### src/hdl/hms_pkg.sv
`timescale 1ns / 1ps

package hms_pkg;

  // element width and default set capacity
  localparam int unsigned DataW    = 32;
  localparam int unsigned MaxItems = 64;

  // input transfer payload
  typedef struct packed {
    logic signed [DataW-1:0] value;
    logic                    last_in;
  } hms_in_t;

  // output transfer payload
  typedef struct packed {
    logic signed [DataW-1:0] sorted_value;
    logic                    last_out;
    logic                    overflow;
  } hms_out_t;

  // sequencer to output stage: load the output register with item
  typedef struct packed {
    logic     load;
    hms_out_t item;
  } hms_emit_t;

endpackage

### src/hdl/hms_ram.sv
`timescale 1ns / 1ps

module hms_ram #(
  parameter int unsigned WIDTH = 32,
  parameter int unsigned DEPTH = 64,
  localparam int unsigned AW   = (DEPTH > 1) ? $clog2(DEPTH) : 1
) (
  input  logic             clk_i,
  input  logic             we_i,
  input  logic [AW-1:0]    waddr_i,
  input  logic [WIDTH-1:0] wdata_i,
  input  logic             re_i,
  input  logic [AW-1:0]    raddr_i,
  output logic [WIDTH-1:0] rdata_o
);

  logic [WIDTH-1:0] mem_q [DEPTH];
  logic [WIDTH-1:0] rdata_q;

  // one write port, one registered read port
  always_ff @(posedge clk_i) begin
    if (we_i) begin
      mem_q[waddr_i] <= wdata_i;
    end
    if (re_i) begin
      rdata_q <= mem_q[raddr_i];
    end
  end

  assign rdata_o = rdata_q;

endmodule

### src/hdl/hms_seq.sv
`timescale 1ns / 1ps

module hms_seq #(
  parameter int unsigned MAX_ITEMS = hms_pkg::MaxItems,
  localparam int unsigned AW = (MAX_ITEMS > 1) ? $clog2(MAX_ITEMS) : 1,
  localparam int unsigned CW = $clog2(MAX_ITEMS + 1),
  localparam int unsigned PW = CW + 2
) (
  input  logic                      clk_i,
  input  logic                      rst_ni,
  input  logic                      in_valid_i,
  input  hms_pkg::hms_in_t          in_data_i,
  output logic                      in_stall_o,
  input  logic                      out_free_i,
  output hms_pkg::hms_emit_t        emit_o,
  output logic                      ram_a_we_o,
  output logic                      ram_b_we_o,
  output logic [AW-1:0]             ram_waddr_o,
  output logic [hms_pkg::DataW-1:0] ram_wdata_o,
  output logic                      ram_re_o,
  output logic [AW-1:0]             ram_raddr_o,
  input  logic [hms_pkg::DataW-1:0] ram_a_rdata_i,
  input  logic [hms_pkg::DataW-1:0] ram_b_rdata_i
);

  localparam logic [2:0] S_LOAD  = 3'd0;
  localparam logic [2:0] S_BLK   = 3'd1;
  localparam logic [2:0] S_PRIME = 3'd2;
  localparam logic [2:0] S_MERGE = 3'd3;
  localparam logic [2:0] S_EMIT0 = 3'd4;
  localparam logic [2:0] S_EMIT  = 3'd5;

  logic [2:0]    state_q, state_d;
  logic [CW-1:0] count_q, count_d;
  logic          drop_q, drop_d;
  logic          sel_q, sel_d;
  logic [CW-1:0] base_q, base_d;
  logic [PW-1:0] width_q, width_d;
  logic [CW-1:0] a_q, a_d, b_q, b_d, mid_q, mid_d, end_q, end_d, k_q, k_d;
  logic          fresh_a_q, fresh_a_d, fresh_b_q, fresh_b_d;
  logic signed [hms_pkg::DataW-1:0] ha_q, ha_d, hb_q, hb_d;

  logic signed [hms_pkg::DataW-1:0] rdata, ha_eff, hb_eff;
  logic [PW-1:0] mid_sum, end_sum, n_ext, width2;
  logic          a_ok, b_ok, take_b;
  logic          wr_dst;

  // read data of the current source buffer
  assign rdata  = sel_q ? ram_b_rdata_i : ram_a_rdata_i;
  assign ha_eff = fresh_a_q ? rdata : ha_q;
  assign hb_eff = fresh_b_q ? rdata : hb_q;

  // block bounds and merge decision
  assign n_ext   = PW'(count_q);
  assign width2  = width_q << 1;
  assign mid_sum = PW'(base_q) + width_q;
  assign end_sum = PW'(base_q) + width2;
  assign a_ok    = a_q < mid_q;
  assign b_ok    = b_q < end_q;
  assign take_b  = b_ok && (!a_ok || (ha_eff > hb_eff));

  assign in_stall_o = (state_q != S_LOAD);

  always_comb begin
    state_d   = state_q;
    count_d   = count_q;
    drop_d    = drop_q;
    sel_d     = sel_q;
    base_d    = base_q;
    width_d   = width_q;
    a_d       = a_q;
    b_d       = b_q;
    mid_d     = mid_q;
    end_d     = end_q;
    k_d       = k_q;
    fresh_a_d = fresh_a_q;
    fresh_b_d = fresh_b_q;
    ha_d      = ha_q;
    hb_d      = hb_q;
    wr_dst      = 1'b0;
    ram_a_we_o  = 1'b0;
    ram_b_we_o  = 1'b0;
    ram_waddr_o = '0;
    ram_wdata_o = '0;
    ram_re_o    = 1'b0;
    ram_raddr_o = '0;
    emit_o      = '0;

    unique case (state_q)
      // collect elements into buffer a
      S_LOAD: begin
        if (in_valid_i) begin
          if (count_q < CW'(MAX_ITEMS)) begin
            ram_a_we_o  = 1'b1;
            ram_waddr_o = count_q[AW-1:0];
            ram_wdata_o = in_data_i.value;
            count_d     = count_q + CW'(1);
          end else begin
            drop_d = 1'b1;
          end
          if (in_data_i.last_in) begin
            base_d  = '0;
            width_d = PW'(1);
            sel_d   = 1'b0;
            state_d = (count_d > CW'(1)) ? S_BLK : S_EMIT0;
          end
        end
      end

      // set up the pair of runs at base and fetch the head of run a
      S_BLK: begin
        a_d         = base_q;
        k_d         = base_q;
        mid_d       = (mid_sum > n_ext) ? count_q : mid_sum[CW-1:0];
        b_d         = mid_d;
        end_d       = (end_sum > n_ext) ? count_q : end_sum[CW-1:0];
        ram_re_o    = 1'b1;
        ram_raddr_o = base_q[AW-1:0];
        state_d     = S_PRIME;
      end

      // capture head of run a, fetch head of run b
      S_PRIME: begin
        ha_d        = rdata;
        fresh_a_d   = 1'b0;
        fresh_b_d   = 1'b1;
        ram_re_o    = 1'b1;
        ram_raddr_o = b_q[AW-1:0];
        state_d     = S_MERGE;
      end

      // one element to the destination buffer per cycle
      S_MERGE: begin
        wr_dst      = 1'b1;
        ram_waddr_o = k_q[AW-1:0];
        ram_wdata_o = take_b ? hb_eff : ha_eff;
        ha_d        = ha_eff;
        hb_d        = hb_eff;
        ram_re_o    = 1'b1;
        k_d         = k_q + CW'(1);
        if (take_b) begin
          b_d         = b_q + CW'(1);
          ram_raddr_o = b_d[AW-1:0];
          fresh_a_d   = 1'b0;
          fresh_b_d   = 1'b1;
        end else begin
          a_d         = a_q + CW'(1);
          ram_raddr_o = a_d[AW-1:0];
          fresh_a_d   = 1'b1;
          fresh_b_d   = 1'b0;
        end
        if (k_d == end_q) begin
          if (end_sum >= n_ext) begin
            // pass done: swap buffers and double the run length
            sel_d   = ~sel_q;
            width_d = width2;
            base_d  = '0;
            state_d = (width2 >= n_ext) ? S_EMIT0 : S_BLK;
          end else begin
            base_d  = end_sum[CW-1:0];
            state_d = S_BLK;
          end
        end
      end

      // fetch the first sorted element
      S_EMIT0: begin
        k_d         = '0;
        ram_re_o    = 1'b1;
        ram_raddr_o = '0;
        state_d     = S_EMIT;
      end

      // hand elements to the output register while it is free
      S_EMIT: begin
        if (out_free_i) begin
          emit_o.load              = 1'b1;
          emit_o.item.sorted_value = rdata;
          emit_o.item.last_out     = (k_q == count_q - CW'(1));
          emit_o.item.overflow     = drop_q;
          if (k_q == count_q - CW'(1)) begin
            count_d = '0;
            drop_d  = 1'b0;
            state_d = S_LOAD;
          end else begin
            k_d         = k_q + CW'(1);
            ram_re_o    = 1'b1;
            ram_raddr_o = k_d[AW-1:0];
          end
        end
      end

      default: begin
        state_d = S_LOAD;
      end
    endcase

    // destination is the buffer that is not the source
    if (wr_dst) begin
      ram_a_we_o = sel_q;
      ram_b_we_o = ~sel_q;
    end
  end

  // control state
  always_ff @(posedge clk_i or negedge rst_ni) begin
    if (!rst_ni) begin
      state_q   <= S_LOAD;
      count_q   <= '0;
      drop_q    <= 1'b0;
      sel_q     <= 1'b0;
      fresh_a_q <= 1'b0;
      fresh_b_q <= 1'b0;
    end else begin
      state_q   <= state_d;
      count_q   <= count_d;
      drop_q    <= drop_d;
      sel_q     <= sel_d;
      fresh_a_q <= fresh_a_d;
      fresh_b_q <= fresh_b_d;
    end
  end

  // pointers and run heads
  always_ff @(posedge clk_i) begin
    base_q  <= base_d;
    width_q <= width_d;
    a_q     <= a_d;
    b_q     <= b_d;
    mid_q   <= mid_d;
    end_q   <= end_d;
    k_q     <= k_d;
    ha_q    <= ha_d;
    hb_q    <= hb_d;
  end

  // merge output index tracks both consumed run pointers
  a_merge_idx: assert property (@(posedge clk_i) disable iff (!rst_ni)
    (state_q == S_MERGE) |-> (k_q == a_q + b_q - mid_q))
    else $error("merge write index out of step with run pointers");

  a_merge_bound: assert property (@(posedge clk_i) disable iff (!rst_ni)
    (state_q == S_MERGE) |-> (k_q < end_q && end_q <= count_q))
    else $error("merge write beyond block end");

  a_emit_nonempty: assert property (@(posedge clk_i) disable iff (!rst_ni)
    emit_o.load |-> (count_q != '0 && k_q < count_q))
    else $error("emit from an empty or exhausted set");

  a_count_cap: assert property (@(posedge clk_i) disable iff (!rst_ni)
    count_q <= CW'(MAX_ITEMS))
    else $error("element count above capacity");

  a_load_only: assert property (@(posedge clk_i) disable iff (!rst_ni)
    (ram_a_we_o || ram_b_we_o) |-> (state_q == S_LOAD || state_q == S_MERGE))
    else $error("buffer write outside load or merge");

endmodule

### src/hdl/hybrid_merge_sort.sv
`timescale 1ns / 1ps

// channel | direction | handshake                 | payload
// in      | input     | in_valid_i / in_stall_o   | in_data_i  (value, last_in)
// out     | output    | out_valid_o / out_stall_i | out_data_o (sorted_value, last_out, overflow)
//
// load: one element per cycle into buffer a; the closing transfer starts the sort
// sort: bottom-up merge between two single-port-read buffers, one element per cycle,
//   in ceil(log2 n) passes, each run pair set up and its two run heads fetched first
// emit: the first result is fetched, then one result per cycle while out_stall_i is low
// reset clears the element count and overflow flag; buffers hold no reset value
// in_stall_o stays high from the closing transfer until the last result is registered

module hybrid_merge_sort #(
  parameter int unsigned MAX_ITEMS = hms_pkg::MaxItems,
  localparam int unsigned AW = (MAX_ITEMS > 1) ? $clog2(MAX_ITEMS) : 1
) (
  input  logic              clk_i,
  input  logic              rst_ni,
  input  logic              in_valid_i,
  output logic              in_stall_o,
  input  hms_pkg::hms_in_t  in_data_i,
  output logic              out_valid_o,
  input  logic              out_stall_i,
  output hms_pkg::hms_out_t out_data_o
);

  logic                      ram_a_we, ram_b_we, ram_re;
  logic [AW-1:0]             ram_waddr, ram_raddr;
  logic [hms_pkg::DataW-1:0] ram_wdata, ram_a_rdata, ram_b_rdata;
  hms_pkg::hms_emit_t        emit;
  logic                      out_free;
  logic                      out_valid_q;
  hms_pkg::hms_out_t         out_q;

  // ping-pong buffers
  hms_ram #(
    .WIDTH (hms_pkg::DataW),
    .DEPTH (MAX_ITEMS)
  ) u_ram_a (
    .clk_i   (clk_i),
    .we_i    (ram_a_we),
    .waddr_i (ram_waddr),
    .wdata_i (ram_wdata),
    .re_i    (ram_re),
    .raddr_i (ram_raddr),
    .rdata_o (ram_a_rdata)
  );

  hms_ram #(
    .WIDTH (hms_pkg::DataW),
    .DEPTH (MAX_ITEMS)
  ) u_ram_b (
    .clk_i   (clk_i),
    .we_i    (ram_b_we),
    .waddr_i (ram_waddr),
    .wdata_i (ram_wdata),
    .re_i    (ram_re),
    .raddr_i (ram_raddr),
    .rdata_o (ram_b_rdata)
  );

  // load, merge and emit sequencer
  hms_seq #(
    .MAX_ITEMS (MAX_ITEMS)
  ) u_seq (
    .clk_i         (clk_i),
    .rst_ni        (rst_ni),
    .in_valid_i    (in_valid_i),
    .in_data_i     (in_data_i),
    .in_stall_o    (in_stall_o),
    .out_free_i    (out_free),
    .emit_o        (emit),
    .ram_a_we_o    (ram_a_we),
    .ram_b_we_o    (ram_b_we),
    .ram_waddr_o   (ram_waddr),
    .ram_wdata_o   (ram_wdata),
    .ram_re_o      (ram_re),
    .ram_raddr_o   (ram_raddr),
    .ram_a_rdata_i (ram_a_rdata),
    .ram_b_rdata_i (ram_b_rdata)
  );

  // output register frees up on the transfer that empties it
  assign out_free = !out_valid_q || !out_stall_i;

  always_ff @(posedge clk_i or negedge rst_ni) begin
    if (!rst_ni) begin
      out_valid_q <= 1'b0;
    end else if (emit.load) begin
      out_valid_q <= 1'b1;
    end else if (!out_stall_i) begin
      out_valid_q <= 1'b0;
    end
  end

  always_ff @(posedge clk_i) begin
    if (emit.load) begin
      out_q <= emit.item;
    end
  end

  assign out_valid_o = out_valid_q;
  assign out_data_o  = out_q;

  // a held result is never overwritten
  a_out_hold: assert property (@(posedge clk_i) disable iff (!rst_ni)
    (out_valid_q && out_stall_i) |-> !emit.load)
    else $error("output register loaded while stalled");

  // no element is accepted while results of the set are pending
  a_no_overlap: assert property (@(posedge clk_i) disable iff (!rst_ni)
    (emit.load && !emit.item.last_out) |=> in_stall_o)
    else $error("input open before the set was emitted");

  // write to both buffers at once never happens
  a_one_write: assert property (@(posedge clk_i) disable iff (!rst_ni)
    !(ram_a_we && ram_b_we))
    else $error("both buffers written in one cycle");

endmodule

### config.mk
export PLATFORM = sky130hd
export DESIGN_NAME = hybrid_merge_sort
export DESIGN_NICKNAME = d
export VERILOG_FILES = /design/src/hdl/hms_pkg.sv /design/src/hdl/hms_ram.sv /design/src/hdl/hms_seq.sv /design/src/hdl/hybrid_merge_sort.sv
export SDC_FILE = /design/constraint.sdc
export NUM_CORES = 2
export LEC_CHECK = 0
export ABC_CLOCK_PERIOD_IN_PS = 9910
export CORE_MARGIN = 4
export CORE_UTILIZATION = 40
export DETAILED_ROUTE_END_ITERATION = 16
export DONT_BUFFER_PORTS = 1
export HOLD_SLACK_MARGIN = 0.02
export PLACE_DENSITY = 0.63
export SETUP_SLACK_MARGIN = 0.02
export SLEW_MARGIN = 40
export SYNTH_ARGS = -nofsm -noshare
export SYNTH_HDL_FRONTEND = slang
export SYNTH_HIERARCHICAL = 1
export SYNTH_SLANG_ARGS = --single-unit
export TNS_END_PERCENT = 100
### constraint.sdc
create_clock -name clk_i -period 9.91 [get_ports clk_i]
set_input_delay 0.991 -clock clk_i [delete_from_list [all_inputs] [get_ports clk_i]]
set_output_delay 0.991 -clock clk_i [all_outputs]
set_load 0.01 [all_outputs]
==> out/results.ini <==
[worst_setup_path]
required_ps = 10540
crit_fanout = 58
critical_path.cell_chain = mux2i_1, nand2_1, o21ai_0, ha_1, nand4_1, or4_1, a21oi_1, nor4_1, or4b_4, a31oi_4, mux2_2, o221ai_4, buf_12, buf_12, buf_4, mux4_2, mux4_2, o22ai_1, nor2_1
crit_arrival_ps = 9210
cp.buffers_inverters = 3
setup.worst_path.start_class = flop
crit_type = flop to flop
cp_top_family = compound AO/OA/AOI/OAI gates
cp_slowest_cell = dfrtp_4
cp-end-kind = flop
slowest_delay_ps = 910

[clocking]
clock_tree.buffer_depth = 4
cts_root_buf = clkbuf_16
tritoncts = done
cts_buffers = 416
clk_latency_ps = 960
cts_resized = 0
htree_num_levels = 5
hold_buffers = 1
clk_pin_slew_worst_paths_ps = 60
cts_setup_buffers = 0
clock_sinks = 4324

[routing]
first_pass_iters = 8
vias = 85112
drt_iter0_drc = 12249
drt_wl_total_um = 468000
drc = 0
vias_per_cell = 6.02
wire_per_inst_um = 33.1
final_antenna_net_count = 0

[finish]
final_common_cell = edfxtp_1
drive_gt1_share_pct = 26.9
syn_to_final_growth_pct = 14.1
postLayoutCellArea_mm2 = 0.192
final_cell_mix = edfxtp_1, mux4_2, clkbuf_16, nor2_1, buf_4
layout.nets = 8258
fillers = 34271
final_util_pct = 45.8

[floorplan]
dieWidth_um = 657
rows = 238
core_area_mm2 = 0.420
io_pins = 73
initial_utilization_pct = 40.1
die_area_mm2 = 0.432
die_h_um = 657

[place]
place_area_mm2 = 0.178
dp_hpwl_um = 273000
numPortBuffers = 0
place_congestion = 0.885

[timing]
final_max_slew_viol_count = 0
period_share_pct = 86.5
max_freq_mhz = 117
max_slew.worst_pin.slew_ps = 1000
setup_viol = 0
timing_hold_violations_final = 0
skew_ps = 85.9
fin_crit_ps = 8580
rsz0062_at_grt = no
relSlewSlack_pct = 33.4
setup_tns_ps = 0

[yosys]
synthArstFlopShare_pct = 0.347
synth_edf_count = 4309
synth_flop_cell = edfxtp_1
synth_fp_nets = 7937
yosysWarningCount = 6
ys_seq_elements = 4324
seq_area_frac_synth_pct = 77.0
avgSynthCellArea_um2 = 21.6
syn-cell-area_mm2 = 0.169
synth_cell_types = 69
syn_inst = 7815

[run_status]
status = complete, no violations

[global_routing]
grt_max_degree = 134
grt_overflow = 0
grt_pass1_vias = 82962
track_usage_pct = 21.2
antenna_found_initial = 62
grt_pass1_wl_um = 654000

[run]
drv.max_cap_violation_count = 0

[min_path]
holdCritPathClass = input pin to flop

Yosys cell counts, drive strengths merged, types with 23 or more instances:
library cell	count	area [µm²]
and3	28	175
mux2i	222	2220
a22oi	28	210
xnor2	25	219
ha	83	1040
inv	59	221
nand2b	23	144
a221o	31	310
edfxtp	4309	129000
nand2	183	687
o22ai	170	1060
nor2b	37	231
buf	235	1330
nand3	29	145
o221ai	57	499
clkbuf	196	736
nor3	23	115
mux4	1088	24500
nor2	449	1690
o21ai	107	536
a21oi	210	1050
cell families (layout without fill, tap and decap cells):
group                    after synthesis  in the layout  share of synthesized area, %
buffers and inverters                490           1144                          1.36
flip-flops                          4324           4324                          77.0
AND/OR/NAND/NOR                      849            849                          2.21
multiplexers                        1316           1316                          15.9
other                                  0             38                             0
AO/OA/AOI/OAI                        710            710                          2.71
adder cells (fa/ha/maj)               85             85                         0.640
XOR/XNOR                              41             41                         0.213
layer usage:
metal / vias to the layer above / share of wire, % / track usage, % / routed length [µm]
met5: - / 0.018 / 0 / 83
li1: 33532 / - / - / -
met2: 4927 / 48 / 33.6 / 224000
met3: 764 / 10 / 3.92 / 46900
met1: 45875 / 38 / 29.6 / 180000
met4: 14 / 3.8 / 7.73 / 17600
state kept, by name, summed over array words and instances, names as in the netlist, 9 cells and up:
name and cells:
u_seq/hb_q 32, u_ram_b/rdata_o 32, u_ram_b/mem_q 2048, out_data_o 34, u_seq/ha_q 32, u_ram_a/mem_q 2048, u_seq/width_q 9, u_ram_a/rdata_o 32
worst reg2reg max path, cell delays in order, from the launching register on:
cell	delay, ps
dfrtp_4	910
mux2i_1	520
nand2_1	100
o21ai_0	200
ha_1	240
nand4_1	200
or4_1	600
a21oi_1	180
nor4_1	90
or4b_4	570
a31oi_4	420
mux2_2	420
o221ai_4	620
buf_12	250
buf_12	400
buf_4	530
mux4_2	580
mux4_2	510
o22ai_1	770
nor2_1	140
cell type report:
| type | count | area (µm²) | share of cell area (%) |
|---|---|---|---|
| diodes | 38 | 95.1 | 0.0494 |
| clock buffers | 499 | 10900 | 5.66 |
| clock inverters | 252 | 2520 | 1.31 |
| inverters | 59 | 224 | 0.116 |
| multi-input cells | 3001 | 38200 | 19.9 |
| flip-flops and latches | 4324 | 130000 | 67.5 |
| well taps | 5640 | 7060 | 3.67 |
| repair buffers | 334 | 3520 | 1.83 |
per-stage QoR:
step | instances | hold slack [ps] | setup slack [ps]
finish | 14147 | 152 | 1330
global route | 14122 | 126 | 1060
CTS | 14087 | 93.3 | 1550
detailed placement | 13335 | 554 | 1560
global placement | 13310 | 546 | 913
floorplan | 7815 | 454 | 3890
worst paths after layout:
kind	startpoint	to	slack [ps]	depth (start not counted)
worst min-delay path	out_stall_i	out_valid_o$_DFFE_PN0P_	150	1
max in group asynchronous	rst_ni	u_seq/sel_q$_DFFE_PN0P_	8940	2
worst min register to register	out_valid_o$_DFFE_PN0P_	out_valid_o$_DFFE_PN0P_	570	1
min in group asynchronous	rst_ni	out_valid_o$_DFFE_PN0P_	530	2
worst max register to register	u_seq/sel_q$_DFFE_PN0P_	u_ram_a/rdata_o[19]$_DFFE_PP_	1330	19
worst max-delay path	u_seq/sel_q$_DFFE_PN0P_	u_ram_a/rdata_o[19]$_DFFE_PP_	1330	19
Power is not shown: default switching activity piles up to over one toggle a cycle in this logic, so the estimate is an artifact.
